==> config.mk <==
export PLATFORM = sky130hd
export DESIGN_NAME = waveform_lod_line_decimator
export DESIGN_NICKNAME = d
export VERILOG_FILES = /design/src/hw/rtl/wld_pkg.sv /design/src/hw/rtl/wld_alu.sv /design/src/hw/rtl/wld_weight.sv /design/src/hw/rtl/waveform_lod_line_decimator.sv
export VERILOG_INCLUDE_DIRS = /design/src /design/src/hw/rtl
export SDC_FILE = /design/constraint.sdc
export NUM_CORES = 1
export LEC_CHECK = 0
export BUFFER_PORTS_ARGS = -buffer_cell sky130_fd_sc_hd__buf_4
export CORE_UTILIZATION = 55
export CTS_CLUSTER_DIAMETER = 200
export CTS_CLUSTER_SIZE = 30
export DETAILED_ROUTE_END_ITERATION = 8
export PLACE_DENSITY = 0.82
export SETUP_SLACK_MARGIN = 0.15
export SYNTH_ARGS = -nofsm -noshare
export SYNTH_HDL_FRONTEND = slang
export SYNTH_SLANG_ARGS = --single-unit
==> constraint.sdc <==
create_clock -name clock -period 9.55 [get_ports clock]
set_input_delay 0 -clock clock [delete_from_list [all_inputs] [get_ports clock]]
set_output_delay 0 -clock clock [all_outputs]
set_load 0.05 [all_outputs]
==> src/hw/rtl/waveform_lod_line_decimator_defines.svh <==
// Assertion macros for the line decimator.
`ifndef WAVEFORM_LOD_LINE_DECIMATOR_DEFINES_SVH
`define WAVEFORM_LOD_LINE_DECIMATOR_DEFINES_SVH

`ifndef SYNTHESIS

// Check a property on every clock edge outside reset.
`define WLD_ASSERT_ALWAYS(lbl, expr, msg) \
   lbl: assert property (@(posedge clock) disable iff (reset) (expr)) else $error(msg);

// Check that a condition is followed in the next cycle by another.
`define WLD_ASSERT_NEXT(lbl, pre, post, msg) \
   lbl: assert property (@(posedge clock) disable iff (reset) (pre) |=> (post)) else $error(msg);

`else

`define WLD_ASSERT_ALWAYS(lbl, expr, msg)
`define WLD_ASSERT_NEXT(lbl, pre, post, msg)

`endif

`endif

==> src/hw/rtl/wld_pkg.sv <==
package wld_pkg;

   // Fixed field widths.
   localparam int SAMPLE_W = 16;
   localparam int LEVEL_W  = 8;
   localparam int FLAGS_W  = 8;
   localparam int STRIDE_W = 13;
   localparam int WEIGHT_W = 16;   // |-32768| = 32768 still fits unsigned
   localparam int PROD_W   = LEVEL_W + WEIGHT_W;
   localparam int NUM_LVL  = 4;

   localparam logic [FLAGS_W-1:0] FLAGS_ALL_ONES = '1;

   typedef struct packed {
      logic signed [SAMPLE_W-1:0] line_minimum;
      logic signed [SAMPLE_W-1:0] line_maximum;
      logic [LEVEL_W-1:0]         line_rms;
      logic [LEVEL_W-1:0]         line_bass;
      logic [LEVEL_W-1:0]         line_mid;
      logic [LEVEL_W-1:0]         line_treble;
      logic [FLAGS_W-1:0]         line_flags;
      logic                       end_of_track;
   } req_type;

   typedef struct packed {
      logic signed [SAMPLE_W-1:0] out_minimum;
      logic signed [SAMPLE_W-1:0] out_maximum;
      logic [LEVEL_W-1:0]         out_rms;
      logic [LEVEL_W-1:0]         out_bass;
      logic [LEVEL_W-1:0]         out_mid;
      logic [LEVEL_W-1:0]         out_treble;
      logic [FLAGS_W-1:0]         out_flags;
   } rsp_type;

endpackage

==> src/hw/rtl/wld_alu.sv <==
// Shared add / subtract unit with borrow out.
module wld_alu import wld_pkg::*; #(
   parameter int WIDTH = 36
) (
   input  logic [WIDTH-1:0] op_a,
   input  logic [WIDTH-1:0] op_b,
   input  logic             op_sub,
   output logic [WIDTH-1:0] result,
   output logic             borrow
);

   logic [WIDTH:0] full;

   always_comb begin
      if (op_sub) begin
         full = {1'b0, op_a} - {1'b0, op_b};
      end else begin
         full = {1'b0, op_a} + {1'b0, op_b};
      end
   end

   assign result = full[WIDTH-1:0];
   assign borrow = op_sub & full[WIDTH];

endmodule

==> src/hw/rtl/wld_weight.sv <==
// Line weight: max(1, |min|, |max|).
module wld_weight import wld_pkg::*; (
   input  logic signed [SAMPLE_W-1:0] line_minimum,
   input  logic signed [SAMPLE_W-1:0] line_maximum,
   output logic [WEIGHT_W-1:0]        weight
);

   logic [WEIGHT_W-1:0] mag_min;
   logic [WEIGHT_W-1:0] mag_max;
   logic [WEIGHT_W-1:0] mag_big;

   always_comb begin
      mag_min = line_minimum[SAMPLE_W-1] ? WEIGHT_W'(-line_minimum) : WEIGHT_W'(line_minimum);
      mag_max = line_maximum[SAMPLE_W-1] ? WEIGHT_W'(-line_maximum) : WEIGHT_W'(line_maximum);
      mag_big = (mag_max > mag_min) ? mag_max : mag_min;
      weight  = (mag_big == '0) ? WEIGHT_W'(1) : mag_big;
   end

endmodule

==> src/hw/rtl/waveform_lod_line_decimator.sv <==
// Waveform level-of-detail line decimator.
// Input channel req_*: one display line per word (min, max, four levels, flags,
// end_of_track). Result channel rsp_*: one folded line per closed group. Both
// use valid / stall; a word moves on a clock edge with valid high, stall low.
// csr_write_enable / csr_write_data set group_stride (0 acts as 1, values above
// MAX_STRIDE saturate). Write it only while the block is idle.
// Sequence: a line passes through accept, four multiply-accumulate steps on
// the shared adder and a final add. A line that closes its group then runs
// restoring division (4 levels x 8 quotient bits, one bit per cycle on the same
// adder) and an output step that loads the result register. The block takes
// no new line until it is back in idle.
// The result register lets a finished word wait while new lines are taken; only
// when a second group closes before the first word is taken does the block hold
// in its output step and keep req_stall high.
// Reset (synchronous, active high) empties the open group, drops any pending
// result word and sets group_stride to 1.
`include "waveform_lod_line_decimator_defines.svh"

module waveform_lod_line_decimator import wld_pkg::*; #(
   parameter int MAX_STRIDE = 4096
) (
   input  logic                clock,
   input  logic                reset,
   input  logic                req_valid,
   output logic                req_stall,
   input  req_type             req_data,
   output logic                rsp_valid,
   input  logic                rsp_stall,
   output rsp_type             rsp_data,
   input  logic                csr_write_enable,
   input  logic [STRIDE_W-1:0] csr_write_data
);

   // Weight sum: each line adds at most 2^15.
   localparam int WSUM_W = (WEIGHT_W - 1) + $clog2(MAX_STRIDE + 1);
   localparam int LSUM_W = WSUM_W + LEVEL_W;
   localparam logic [STRIDE_W-1:0] STRIDE_CAP = STRIDE_W'(MAX_STRIDE);

   localparam logic [2:0] ST_IDLE = 3'd0;
   localparam logic [2:0] ST_MUL0 = 3'd1;
   localparam logic [2:0] ST_MUL1 = 3'd2;
   localparam logic [2:0] ST_MUL2 = 3'd3;
   localparam logic [2:0] ST_MUL3 = 3'd4;
   localparam logic [2:0] ST_ACC  = 3'd5;
   localparam logic [2:0] ST_DIV  = 3'd6;
   localparam logic [2:0] ST_OUT  = 3'd7;

   localparam logic [2:0] BIT_TOP = 3'd7;
   localparam logic [1:0] LVL_LAST = 2'(NUM_LVL - 1);

   // Control state.
   logic [2:0]          state_ff, state_in;
   logic [STRIDE_W-1:0] stride_ff, stride_in;
   logic                close_ff, close_in;
   logic [1:0]          chan_ff, chan_in;
   logic [2:0]          bit_ff, bit_in;
   logic                rsp_valid_ff, rsp_valid_in;

   // Group state.
   logic [STRIDE_W-1:0]        cnt_ff, cnt_in;
   logic signed [SAMPLE_W-1:0] run_min_ff, run_min_in;
   logic signed [SAMPLE_W-1:0] run_max_ff, run_max_in;
   logic [FLAGS_W-1:0]         flags_ff, flags_in;
   logic [WSUM_W-1:0]          wsum_ff, wsum_in;
   logic [LSUM_W-1:0]          lsum_ff [NUM_LVL];
   logic [LSUM_W-1:0]          lsum_in [NUM_LVL];

   // Working registers.
   logic [LEVEL_W-1:0]  lvl_ff [NUM_LVL];
   logic [LEVEL_W-1:0]  lvl_in [NUM_LVL];
   logic [WEIGHT_W-1:0] w_ff, w_in;
   logic [PROD_W-1:0]   prod_ff, prod_in;
   logic [LSUM_W-1:0]   rem_ff, rem_in;
   logic [LEVEL_W-1:0]  quo_ff, quo_in;
   logic [LEVEL_W-1:0]  res_ff [NUM_LVL];
   logic [LEVEL_W-1:0]  res_in [NUM_LVL];
   rsp_type             rsp_data_ff, rsp_data_in;

   logic [WEIGHT_W-1:0] line_weight;
   logic [STRIDE_W-1:0] stride_eff;
   logic [STRIDE_W-1:0] cnt_next;
   logic [1:0]          mul_idx;
   logic [LSUM_W-1:0]   alu_a, alu_b, alu_res;
   logic                alu_sub, alu_borrow;
   logic                req_take, out_write, q_bit;
   logic [LEVEL_W-1:0]  quo_next;

   wld_weight u_weight (
      .line_minimum (req_data.line_minimum),
      .line_maximum (req_data.line_maximum),
      .weight       (line_weight)
   );

   wld_alu #(
      .WIDTH (LSUM_W)
   ) u_alu (
      .op_a   (alu_a),
      .op_b   (alu_b),
      .op_sub (alu_sub),
      .result (alu_res),
      .borrow (alu_borrow)
   );

   assign req_stall = (state_ff != ST_IDLE);
   assign req_take  = req_valid & ~req_stall;
   assign out_write = (state_ff == ST_OUT) & (~rsp_valid_ff | ~rsp_stall);

   // Clamp the stride: zero counts as one, saturate at the cap.
   always_comb begin
      if (stride_ff == '0) begin
         stride_eff = STRIDE_W'(1);
      end else if (32'(stride_ff) > MAX_STRIDE) begin
         stride_eff = STRIDE_CAP;
      end else begin
         stride_eff = stride_ff;
      end
   end

   assign cnt_next = cnt_ff + STRIDE_W'(1);

   // Level fed to the multiplier in each step.
   always_comb begin
      case (state_ff)
         ST_MUL1: mul_idx = 2'd1;
         ST_MUL2: mul_idx = 2'd2;
         ST_MUL3: mul_idx = 2'd3;
         default: mul_idx = 2'd0;
      endcase
   end

   // Operand select for the shared adder.
   always_comb begin
      alu_a   = '0;
      alu_b   = '0;
      alu_sub = 1'b0;
      case (state_ff)
         ST_MUL0: begin
            alu_a = LSUM_W'(wsum_ff);
            alu_b = LSUM_W'(w_ff);
         end
         ST_MUL1: begin
            alu_a = lsum_ff[0];
            alu_b = LSUM_W'(prod_ff);
         end
         ST_MUL2: begin
            alu_a = lsum_ff[1];
            alu_b = LSUM_W'(prod_ff);
         end
         ST_MUL3: begin
            alu_a = lsum_ff[2];
            alu_b = LSUM_W'(prod_ff);
         end
         ST_ACC: begin
            alu_a = lsum_ff[3];
            alu_b = LSUM_W'(prod_ff);
         end
         ST_DIV: begin
            // Start each level from its sum, then work on the remainder.
            alu_a   = (bit_ff == BIT_TOP) ? lsum_ff[chan_ff] : rem_ff;
            alu_b   = LSUM_W'(wsum_ff) << bit_ff;
            alu_sub = 1'b1;
         end
         default: begin
            alu_sub = 1'b0;
         end
      endcase
   end

   assign q_bit    = ~alu_borrow;
   assign quo_next = {quo_ff[LEVEL_W-2:0], q_bit};

   always_comb begin
      state_in     = state_ff;
      stride_in    = stride_ff;
      close_in     = close_ff;
      chan_in      = chan_ff;
      bit_in       = bit_ff;
      cnt_in       = cnt_ff;
      run_min_in   = run_min_ff;
      run_max_in   = run_max_ff;
      flags_in     = flags_ff;
      wsum_in      = wsum_ff;
      lsum_in      = lsum_ff;
      lvl_in       = lvl_ff;
      w_in         = w_ff;
      prod_in      = lvl_ff[mul_idx] * w_ff;
      rem_in       = rem_ff;
      quo_in       = quo_ff;
      res_in       = res_ff;
      rsp_data_in  = rsp_data_ff;
      rsp_valid_in = rsp_valid_ff & rsp_stall;

      if (csr_write_enable) begin
         stride_in = csr_write_data;
      end

      case (state_ff)
         ST_IDLE: begin
            if (req_take) begin
               // Fold min, max, flags and count now; the sums follow.
               if (cnt_ff == '0) begin
                  run_min_in = req_data.line_minimum;
                  run_max_in = req_data.line_maximum;
               end else begin
                  if ($signed(req_data.line_minimum) < run_min_ff) begin
                     run_min_in = req_data.line_minimum;
                  end
                  if ($signed(req_data.line_maximum) > run_max_ff) begin
                     run_max_in = req_data.line_maximum;
                  end
               end
               flags_in  = flags_ff & req_data.line_flags;
               cnt_in    = cnt_next;
               close_in  = (cnt_next >= stride_eff) | req_data.end_of_track;
               w_in      = line_weight;
               lvl_in[0] = req_data.line_rms;
               lvl_in[1] = req_data.line_bass;
               lvl_in[2] = req_data.line_mid;
               lvl_in[3] = req_data.line_treble;
               state_in  = ST_MUL0;
            end
         end
         ST_MUL0: begin
            wsum_in  = alu_res[WSUM_W-1:0];
            state_in = ST_MUL1;
         end
         ST_MUL1: begin
            lsum_in[0] = alu_res;
            state_in   = ST_MUL2;
         end
         ST_MUL2: begin
            lsum_in[1] = alu_res;
            state_in   = ST_MUL3;
         end
         ST_MUL3: begin
            lsum_in[2] = alu_res;
            state_in   = ST_ACC;
         end
         ST_ACC: begin
            lsum_in[3] = alu_res;
            if (close_ff) begin
               chan_in  = '0;
               bit_in   = BIT_TOP;
               state_in = ST_DIV;
            end else begin
               state_in = ST_IDLE;
            end
         end
         ST_DIV: begin
            // One restoring step: keep the difference when it does not borrow.
            rem_in = q_bit ? alu_res : alu_a;
            quo_in = quo_next;
            if (bit_ff == '0) begin
               res_in[chan_ff] = quo_next;
               bit_in          = BIT_TOP;
               if (chan_ff == LVL_LAST) begin
                  state_in = ST_OUT;
               end else begin
                  chan_in = chan_ff + 2'd1;
               end
            end else begin
               bit_in = bit_ff - 3'd1;
            end
         end
         ST_OUT: begin
            if (out_write) begin
               rsp_data_in.out_minimum = run_min_ff;
               rsp_data_in.out_maximum = run_max_ff;
               rsp_data_in.out_rms     = res_ff[0];
               rsp_data_in.out_bass    = res_ff[1];
               rsp_data_in.out_mid     = res_ff[2];
               rsp_data_in.out_treble  = res_ff[3];
               rsp_data_in.out_flags   = flags_ff;
               rsp_valid_in            = 1'b1;
               // Empty the group for the next line.
               cnt_in     = '0;
               run_min_in = '0;
               run_max_in = '0;
               flags_in   = FLAGS_ALL_ONES;
               wsum_in    = '0;
               for (int i = 0; i < NUM_LVL; i++) begin
                  lsum_in[i] = '0;
               end
               state_in = ST_IDLE;
            end
         end
         default: begin
            state_in = ST_IDLE;
         end
      endcase
   end

   always_ff @(posedge clock) begin
      if (reset) begin
         state_ff     <= ST_IDLE;
         stride_ff    <= STRIDE_W'(1);
         close_ff     <= 1'b0;
         chan_ff      <= '0;
         bit_ff       <= BIT_TOP;
         rsp_valid_ff <= 1'b0;
         cnt_ff       <= '0;
         run_min_ff   <= '0;
         run_max_ff   <= '0;
         flags_ff     <= FLAGS_ALL_ONES;
         wsum_ff      <= '0;
         for (int i = 0; i < NUM_LVL; i++) begin
            lsum_ff[i] <= '0;
         end
      end else begin
         state_ff     <= state_in;
         stride_ff    <= stride_in;
         close_ff     <= close_in;
         chan_ff      <= chan_in;
         bit_ff       <= bit_in;
         rsp_valid_ff <= rsp_valid_in;
         cnt_ff       <= cnt_in;
         run_min_ff   <= run_min_in;
         run_max_ff   <= run_max_in;
         flags_ff     <= flags_in;
         wsum_ff      <= wsum_in;
         lsum_ff      <= lsum_in;
      end
   end

   // Datapath registers: no reset.
   always_ff @(posedge clock) begin
      lvl_ff      <= lvl_in;
      w_ff        <= w_in;
      prod_ff     <= prod_in;
      rem_ff      <= rem_in;
      quo_ff      <= quo_in;
      res_ff      <= res_in;
      rsp_data_ff <= rsp_data_in;
   end

   assign rsp_valid = rsp_valid_ff;
   assign rsp_data  = rsp_data_ff;

   // A taken line always starts the multiply-accumulate steps.
   `WLD_ASSERT_NEXT(a_take_starts_mac, req_take, state_ff == ST_MUL0, "line taken but MAC not started")

   // Division only runs on a group that holds weight.
   `WLD_ASSERT_ALWAYS(a_div_nonzero, (state_ff != ST_DIV) || (wsum_ff != '0), "divide by zero weight")

   // Loading the result word empties the group and raises valid.
   `WLD_ASSERT_NEXT(a_out_clears, out_write, (cnt_ff == '0) && (wsum_ff == '0) && rsp_valid_ff, "group not emptied after result")

endmodule

-- After elaboration in Yosys (flattened, before gate mapping)
Cells that the tools add are included.
- reductions and logical operators: 29
- add/sub/neg operators: 7
- magnitude comparators: 8
- eq/ne operators: 17
- bitwise gates (word level): 13
- shifts and indexed selects: 1
- mux-type cells: 58
- $mul: 1
- operators by type and width (operator ; count):
    36-bit one-hot mux with 2 select lines ; 4
    36-bit one-hot mux with 6 select lines ; 1
    16-bit 2-to-1 mux ; 10
    144-bit 2-to-1 mux ; 1
    36-bit 2-to-1 mux ; 4
    36-bit one-hot mux with 3 select lines ; 1
    36-bit binary-select mux with 2-bit select ; 1
    16-bit one-hot mux with 2 select lines ; 2
    28-bit one-hot mux with 2 select lines ; 1
    13-bit 2-to-1 mux ; 4
    8-bit 2-to-1 mux ; 5
    36-bit by 36-bit adder with 37-bit output ; 1
    37-bit 2-to-1 mux ; 1
    36-bit by 36-bit subtractor with 37-bit output ; 1
    28-bit by 3-bit << shifter with 36-bit output ; 1
    32-bit bitwise mux ; 1
    16-bit greater-than comparator ; 2
    16-bit negation ; 2
    28-bit 2-to-1 mux ; 1
    13-bit zero test ; 2
    13-bit one-hot mux with 2 select lines ; 1
    8-bit by 16-bit multiplier with 24-bit output ; 1
    3-bit one-hot mux with 8 select lines ; 1
    3-bit 2-to-1 mux ; 7
    other kinds (36) ; 78
- bits in registers: 467
- word-level logic and storage cells: 168
- bits of input ports: 91
- output and inout port bits: 74

-- Depth between registers and ports, before layout
Gate-level depths: netlist (run 1).
- depth after elaboration: 11
- gate-level depth with buffers: 28
- depth with buffers taken out: 23

-- Modules after synthesis
A second synthesis (run 1) with hierarchy kept.
- cell total of the unflattened synthesis: 3231
- area total of the unflattened synthesis: 30424.2 µm²
- modules (own cells, without submodules) (module ; times used ; cells an instance ; seq. area each (µm²) ; area an instance (µm²)):
    waveform_lod_line_decimator ; 1 ; 2574 ; 11300.8 ; 25878.6
    wld_alu ; 1 ; 433 ; 0.0 ; 2894.0
    wld_weight ; 1 ; 224 ; 0.0 ; 1651.6

-- Worst setup path after synthesis (run 1)
No wires, ideal clock.
- kind: reg-to-reg
- start point: register state_ff[1]
- end point: register prod_ff[23]
- setup time: 120 ps
- required time: 9430 ps
- buffers on the path: 6
- period minus slack after synthesis: 6618 ps
- arrival time: 6498 ps
- stages on the path, launching flop included: 28
- path slack: 2932 ps
- path through: dfxtp_1 > clkbuf_1 > buf_2 > buf_2 > buf_1 > clkbuf_1 > o22ai_1 > o21a_1 > a21oi_1 > clkbuf_1 > nand2_1 > fa_1 > fa_1 > inv_1 > fa_1 > inv_1 > fa_1 > inv_1 > ha_1 > o21ai_0 > a21oi_1 > o21a_1 > a211oi_1 > o41ai_1 > inv_1 > o21ai_0 > a21oi_1 > xnor2_1
- longest elaborated chain between the ends: 7
- elaborated cells on any way between the ends: 9
- those cells by class: 1 x mul; 3 x eq/ne; 4 x mux; 1 x bitwise
- RTL lines (what ; line ; source):
    start: declaration ; waveform_lod_line_decimator.sv:52 ; logic [2:0] state_ff, state_in;
    start signal: assignment ; waveform_lod_line_decimator.sv:310 ; state_ff <= state_in;
    3-bit == test or 3-bit by 2-bit == test with 1-bit output (tied branches) ; waveform_lod_line_decimator.sv:123 ; case (state_ff)
    2-bit one-hot mux with 3 select lines (*) ; waveform_lod_line_decimator.sv:123 ;
    2-bit inverter with 3-bit output (implied by the code) (*) ; waveform_lod_line_decimator.sv:186 ; prod_in = lvl_ff[mul_idx] * w_ff;
    8-bit binary-select mux with 2-bit select (*) ; waveform_lod_line_decimator.sv:186 ;
    8-bit 2-to-1 mux (implied by the code) (*) (2 in series) ; waveform_lod_line_decimator.sv:186 ;
    8-bit by 16-bit multiplier with 24-bit output (*) ; waveform_lod_line_decimator.sv:186 ;
    named net prod_in[23] ; waveform_lod_line_decimator.sv:72 ; logic [PROD_W-1:0] prod_ff, prod_in;
    end signal: assignment ; waveform_lod_line_decimator.sv:329 ; prod_ff <= prod_in;
    end: declaration ; waveform_lod_line_decimator.sv:72 ;
The timed path passes the listed nets; every way through them passes the cells marked *. The select of a mux whose other input is x is not followed.
A chain may end at the register's enable or synchronous reset.

-- Worst setup path in the final report (run 1)
- start point: register state_ff[0]
- end point: register rem_ff[11], data pin
- longest elaborated chain between the ends: 7
- elaborated cells on any way between the ends: 15
- those cells by class: 2 x add/sub; 6 x eq/ne; 5 x mux; 1 x bitwise; 1 x reduce/logical
- RTL lines (what ; line ; source):
    3-bit by 2-bit == test with 1-bit output or 3-bit == test (tied branches) ; waveform_lod_line_decimator.sv:136 ; case (state_ff)
    4-bit OR reduction (no source line) ; -- ;
    36-bit one-hot mux with 3 select lines ; waveform_lod_line_decimator.sv:136 ;
    36-bit by 36-bit adder with 37-bit output or 36-bit by 36-bit subtractor with 37-bit output (tied branches) ; wld_alu.sv:18, wld_alu.sv:16 ;
    37-bit 2-to-1 mux ; wld_alu.sv:15 ; if (op_sub) begin
    1-bit AND ; wld_alu.sv:23 ; assign borrow = op_sub & full[WIDTH];
    36-bit 2-to-1 mux (*) ; waveform_lod_line_decimator.sv:251 ; rem_in = q_bit ? alu_res : alu_a;
    end signal: assignment ; waveform_lod_line_decimator.sv:330 ; rem_ff <= rem_in;
    end: declaration ; waveform_lod_line_decimator.sv:73 ; logic [LSUM_W-1:0] rem_ff, rem_in;
Every way passes the cells marked *; elsewhere a longest branch is shown, timed or not.

==> out/results.tsv, run 1 <==
metric	value	unit
clock transition at the registers of the reported paths	0.11	ns
Residual DRC	0	
drt via density	6.34	
H-tree depth	1	
root buffer cell	clkbuf_16	
syn avg cell area	9.30	um^2
placed cell count	3913	
IO Pins	165	
total CTS buffers	19	
Critical Path RT	9.89	ns
Clock Sinks	467	
largest net degree at the start of global routing	117	
worst min path class	input port to flop	
Starting Density	55.6	%
post-route antenna net violation count	0	
Via Count	25741	
gr usage total	30.0	%
synthesized cell area	0.0299	mm^2
Min-Delay Startpoint	req_data[23]	
CTS tree	built	
R2R depth	19	
WHS Path Cells	2	
Final Hold Fails	0	
startpoint types	flop	
critical path class	flop to flop	
highest metal used	met4	
vias in the first global route	24596	
cell taking the most area after synthesis	edfxtp_1	
synthesized netlist cell count	3209	
Rows	85	
initial antenna violation count	1	
worst relative slew slack	19.2	%
Layout area overhead	11.2	%
Chip Height	235	um
Yosys cell types	91	
Cell Pwr Density	326	mW/mm^2
final net count	3675	
Critical R2R Capture	rem_ff[11]	
drt wl/cell	21.1	um
CP endpoint kind	flop	
arrival time worst endpoint	7.72	ns
Layout Cells excl Fill	4057	
syn_nets	3537	
gpl congestion	1.04	
first-iteration detailed-routing DRC count	2696	
maximum VDD drop	0.000480	V
CTS Buffer Depth	3	
RSZ-0062 raised after global routing	no	
Top FF cell, synth	dfxtp_1	
Detailed Route WL	85500	um
max-slew violation count	0	
port bufs	164	
core area	0.0537	mm^2
flop-to-flop setup slack	2.18	ns
drt pass-1 iters	9	
met2 wire len	39600	um
final worst-path cycle share	77.2	%
fmax	0.136	GHz
R2R Path Start	state_ff[0]	
Worst Path Max Fanout	38	
DIE WIDTH	235	um
register bit count reported by yosys	467	
die area	0.0552	mm^2
global-route wire length before repair	134000	um
WHS Endpoint	lvl_ff[14]	
Tmin final	7.37	ns
CTS resizes	0	
Worst-Skew Late Latency	0.59	ns
EDFF count, synth	195	
HPWL after detailed placement	56700	um
top-area cell type share of the netlist area	19.6	%
clock skew	0.0395	ns
status	completed	
Setup-failing EPs final	0	
met3 WL post-DR	8890	um
max_cap viols	0	
FFs w/ async S/R, synth	0	%
synth warn	0	
post-synthesis sequential area ratio	37.9	%
leakage	13.1	nW
# fillers	4182	
share of cells above drive strength 1	11.4	%
WL met1	34000	um
gr ovfl total	0	
total negative slack	0	ns
Area contributors post-synth	edfxtp_1 (20%), dfxtp_1 (18%), ha_1 (6.4%), fa_1 (5.7%), nand2_1 (4.8%)	
Worst Tran Pin Value	1.21	ns
-- layout make-up --
type,instances,area (um^2),share of cell area (%)
Sequential cell,467,11300,34.1
Antenna cell,1,2.50,0.00754
Tap cell,696,871,2.62
Timing Repair Buffer,320,2680,8.07
Inverter,209,786,2.37
Multi-Input combinational cell,2330,17000,51.2
Clock buffer,32,524,1.58
Clock inverter,2,25.0,0.0754
-- kinds of logic after synthesis --
logic type	count (synthesis)	synth area share, %
AOI/OAI and AO/OA	736	15.5
DFF	467	37.9
muxes	194	9.07
and+or+nand+nor	1056	17.0
adders and majority gates	237	12.1
buffers and inverters	412	5.34
xor gates and xnor gates	107	3.20
-- flip-flops by register name (all words and copies together), names as in the netlist, 7 cells and up --
register and cells:
run_min_ff 16, cnt_ff 13, prod_ff 24, w_ff 16
wsum_ff 28, flags_ff 8, quo_ff 7, run_max_ff 16
res_ff 32, lsum_ff 144, stride_ff 13, rsp_data 72
rem_ff 36, lvl_ff 32
-- cell usage in the layout, fill, tap and decap left out, types with 18 or more instances in the layout --
cell type,Yosys,layout
inv_1,203,201
edfxtp_1,195,195
a21oi_1,279,279
fa_1,85,85
nor2_1,161,158
o21a_1,36,36
a21o_1,29,29
xnor2_1,58,58
mux2_2,39,39
a22oi_1,51,51
nand4_1,48,48
nand2_1,381,380
mux2i_1,88,88
clkbuf_16,0,19
and3_1,22,22
nand2b_1,30,29
nor3_1,25,25
a31oi_1,20,20
xor2_1,48,48
o21ai_0,130,130
dfxtp_1,272,266
dlygate4sd3_1,0,109
o22ai_1,18,18
buf_4,1,210
and2_1,103,103
mux4_2,56,56
ha_1,152,152
o221ai_1,22,22
nand3_1,199,199
-- cells in the mapped netlist, types with 8 or more instances --
| library cell | number |
|---|---|
| nand2_1 | 381 |
| a21oi_1 | 279 |
| dfxtp_1 | 272 |
| inv_1 | 203 |
| nand3_1 | 199 |
| edfxtp_1 | 195 |
| nor2_1 | 161 |
| clkbuf_1 | 155 |
| ha_1 | 152 |
| o21ai_0 | 130 |
| and2_1 | 103 |
| mux2i_1 | 88 |
| fa_1 | 85 |
| xnor2_1 | 58 |
| mux4_2 | 56 |
| a22oi_1 | 51 |
| nand4_1 | 48 |
| xor2_1 | 48 |
| mux2_2 | 39 |
| o21a_1 | 36 |
| buf_1 | 35 |
| nand2b_1 | 30 |
| a21o_1 | 29 |
| nor3_1 | 25 |
| and3_1 | 22 |
| o221ai_1 | 22 |
| a31oi_1 | 20 |
| o22ai_1 | 18 |
| a211oi_1 | 17 |
| nor2b_1 | 16 |
| nor4_1 | 16 |
| a22o_1 | 12 |
| o21ai_1 | 12 |
| or3b_2 | 12 |
| a221oi_1 | 11 |
| o31ai_1 | 11 |
| or3_1 | 11 |
| mux2_1 | 10 |
| o21bai_1 | 10 |
| o41ai_1 | 9 |
| buf_2 | 8 |
| o2111ai_1 | 8 |
-- per-stage QoR --
| stage | util, % | instance area, um^2 | total power [mW] | hold slack (ns) | worst slack [ns] |
|---|---|---|---|---|---|
| finish | 61.8 | 33200 | 10.8 | 0.142 | 2.18 |
| detailed placement | 58.7 | 31500 | 9.66 | 0.180 | 2.35 |
| floorplan | - | 29900 | 8.20 | 0.0989 | 2.93 |
| global placement | 58.7 | 31500 | 9.54 | 0.179 | 2.52 |
| global route | 61.8 | 33200 | 11.8 | 0.140 | 1.81 |
| CTS | 61.8 | 33200 | 10.7 | 0.133 | 2.36 |
-- worst max-delay path, stage by stage, from the launching register on --
cell and delay (ns):
dfxtp_4 0.69, nand3b_1 0.54, clkinv_2 0.80, and3_1 0.45, a211oi_1 0.44, nand3_1 0.21, or3_1 0.42, nor2_2 0.27
nor2_1 0.09, xor2_1 0.15, ha_1 0.49, nand2_1 0.12, o211ai_1 0.18, o2111ai_1 0.15, nand2_1 0.14, o2111ai_1 0.23
o21ai_1 0.32, o41a_2 0.51, buf_4 0.48, mux2_2 0.40
-- report_power, final --
group          switching, mW  leakage, nW  total, mW  internal [mW]
clock network          0.640        0.261       1.03          0.388
logic                   4.09         8.86       7.11           3.02
registers              0.238         4.00       2.69           2.45
total                   4.97         13.1       10.8           5.87
-- timing repair --
action	CTS	global route
hold buffers	109	0
setup buffers	0	0
endpoints found under the hold margin	124	0
-- worst max-delay path by stage --
stage	cells after the start	slack, ns	start	endpoint
2_1_floorplan	27	2.93	state_ff[1]	prod_ff[23]
3_3_place_gp	17	2.52	state_ff[0]	rem_ff[17]
3_5_place_dp	17	2.35	state_ff[0]	rem_ff[11]
4_1_cts	17	2.36	state_ff[0]	rem_ff[11]
5_1_grt	17	1.81	state_ff[0]	rem_ff[11]
6_report	19	2.18	state_ff[0]	rem_ff[11]
-- metal layers --
metal	vias up	global-route usage (%)
li1	11731	-
met1	12358	39.8
met2	1420	48.6
met3	232	6.12
met4	0	11.0
met5	-	0
Note: power is estimated with default switching activity, not from simulation.
==> run 2: changes to the inputs <==
PLACE_DENSITY = 0.85   (was 0.82)
clock period = 6.45 ns   (was 9.55 ns; I/O delays follow)
==> out/results.tsv, run 2 (synthesis results as in run 1) <==
metric	value	unit
initial antenna violation count	1	
gr ovfl total	0	
CTS Buffer Depth	3	
switching part of the total power	46.5	%
Flop pwr share	24.0	%
fmax	0.167	GHz
leakage	13.4	nW
Setup-failing EPs final	0	
startpoint types	flop	
Chip Height	235	um
Critical R2R Capture	prod_ff[20]	
critical path class	flop to flop	
WHS Path Cells	2	
total CTS buffers	19	
Most flops, register	lsum_ff	
Cell Pwr Density	491	mW/mm^2
clock share of power	9.3	%
Int Power	8.84	mW
global-route wire length before repair	143000	um
R2R Path Start	state_ff[1]	
RSZ-0062 raised after global routing	no	
total negative slack	0	ns
flop-to-flop setup slack	0.45	ns
Starting Density	55.6	%
root buffer cell	clkbuf_16	
post-route antenna net violation count	0	
DIE WIDTH	235	um
status	complete, but fails checks	
IO Pins	165	
Final Hold Fails	0	
Via Count	26463	
maximum VDD drop	0.000686	V
HPWL after detailed placement	61500	um
gpl congestion	1.05	
die area	0.0552	mm^2
first-iteration detailed-routing DRC count	2845	
largest net degree at the start of global routing	114	
H-tree depth	1	
commonest non-fill, non-tap cell in the layout	nand2_1	
max-slew violation count	0	
final net count	3723	
Setup crit end	prod_ff[20]	
worst slack, placed	0.330	ns
Layout area overhead	12.6	%
max_cap viols	1	
Clock Sinks	467	
CTS tree	built	
most frequent cells in the layout	nand2_1 (379), a21oi_1 (279), dfxtp_1 (266)	
Residual DRC	0	
worst min path class	input port to flop	
Comb pwr share	66.7	%
arrival time worst endpoint	6.52	ns
ANT cells	0	
drt pass-1 iters	5	
clock transition at the registers of the reported paths	0.12	ns
Detailed Route WL	91300	um
drt via density	6.45	
Worst-Skew Late Latency	0.60	ns
Tmin final	6.00	ns
Rows	85	
worst relative slew slack	1.07	%
# fillers	4080	
failing checks	max-capacitance violations	
gr usage total	32.3	%
worst setup path start	state_ff[1]	
port bufs	164	
PnR worst setup slack	0.455	ns
core area	0.0537	mm^2
share of cells above drive strength 1	12.6	%
Psw	7.67	mW
Worst Path Max Fanout	22	
number of flip-flops in the largest register	144	
drt wl/cell	22.2	um
CP endpoint kind	flop	
clock skew	0.0364	ns
R2R depth	20	
Critical Path RT	6.97	ns
Worst Tran Pin Value	1.47	ns
final worst-path cycle share	92.9	%
vias in the first global route	25636	
[run 2: critical path, stage by stage, from the launching register on]
cell      delay (ns)
dfxtp_2         0.40
buf_4           0.34
o22ai_1         0.14
o21a_1          0.18
a21oi_1         0.45
and2_1          0.24
fa_1            0.44
fa_1            0.48
fa_1            0.54
inv_1           0.06
fa_1            0.55
inv_1           0.05
ha_1            0.38
a211o_1         0.29
o21ai_1         0.25
o21ai_1         0.21
a2111o_1        0.40
o211ai_1        0.13
nand2b_1        0.08
a21oi_1         0.17
xnor2_1         0.13
[run 2: metrics by stage]
stage,cells,hold slack [ns],area (um^2),utilization (%),total power [mW]
final,4104,0.150,33600,62.6,16.5
after global routing,4104,0.145,33600,62.6,17.9
after detailed placement,3956,0.180,31900,59.5,14.7
after global placement,3956,0.179,31900,59.5,14.3
after CTS,4104,0.130,33600,62.6,16.3
after floorplan,3209,0.0989,29900,-,12.2
[run 2: timing repair]
item,4_1_cts,5_1_grt
hold buffers,114,0
hold endpoints to repair,123,0
gates resized for setup,0,3
endpoints found under the setup margin,0,20
setup buffers,0,0
[run 2: cell type report]
type	count	area, um^2	area share (%)
clock inverter	2	25.0	0.0744
tap	696	871	2.59
clock buffer	32	524	1.56
timing repair buffer	368	3100	9.22
sequential	467	11300	33.6
inverter	209	786	2.34
multi-input combinational	2330	17000	50.6
[run 2: worst min path at each step]
stage	start	endpoint	slack (ns)
2_1_floorplan	req_data[9]	lvl_ff[0]	0.1
3_5_place_dp	req_data[34]	lvl_ff[25]	0.18
6_report	req_data[40]	lvl_ff[31]	0.15
5_1_grt	req_data[39]	lvl_ff[30]	0.14
4_1_cts	req_data[25]	lvl_ff[16]	0.13
3_3_place_gp	req_data[33]	lvl_ff[24]	0.18
[run 2: power groups by stage]
stage / sequential (mW) / combinational (mW) / clock [mW]
after floorplan: 3.87 / 8.33 / 0
after global placement: 3.99 / 10.4 / 0
after detailed placement: 4.00 / 10.7 / 0
after CTS: 3.93 / 10.8 / 1.52
after global routing: 3.99 / 12.3 / 1.62
final: 3.96 / 11.0 / 1.53
[run 2: per-layer routing]
layer,up-vias,GRT usage (%),wire [um]
met1,12717,43.0,35400
met5,-,0,0
li1,11830,-,-
met2,1655,51.6,41800
met3,261,6.31,10200
met4,0,13.3,3870
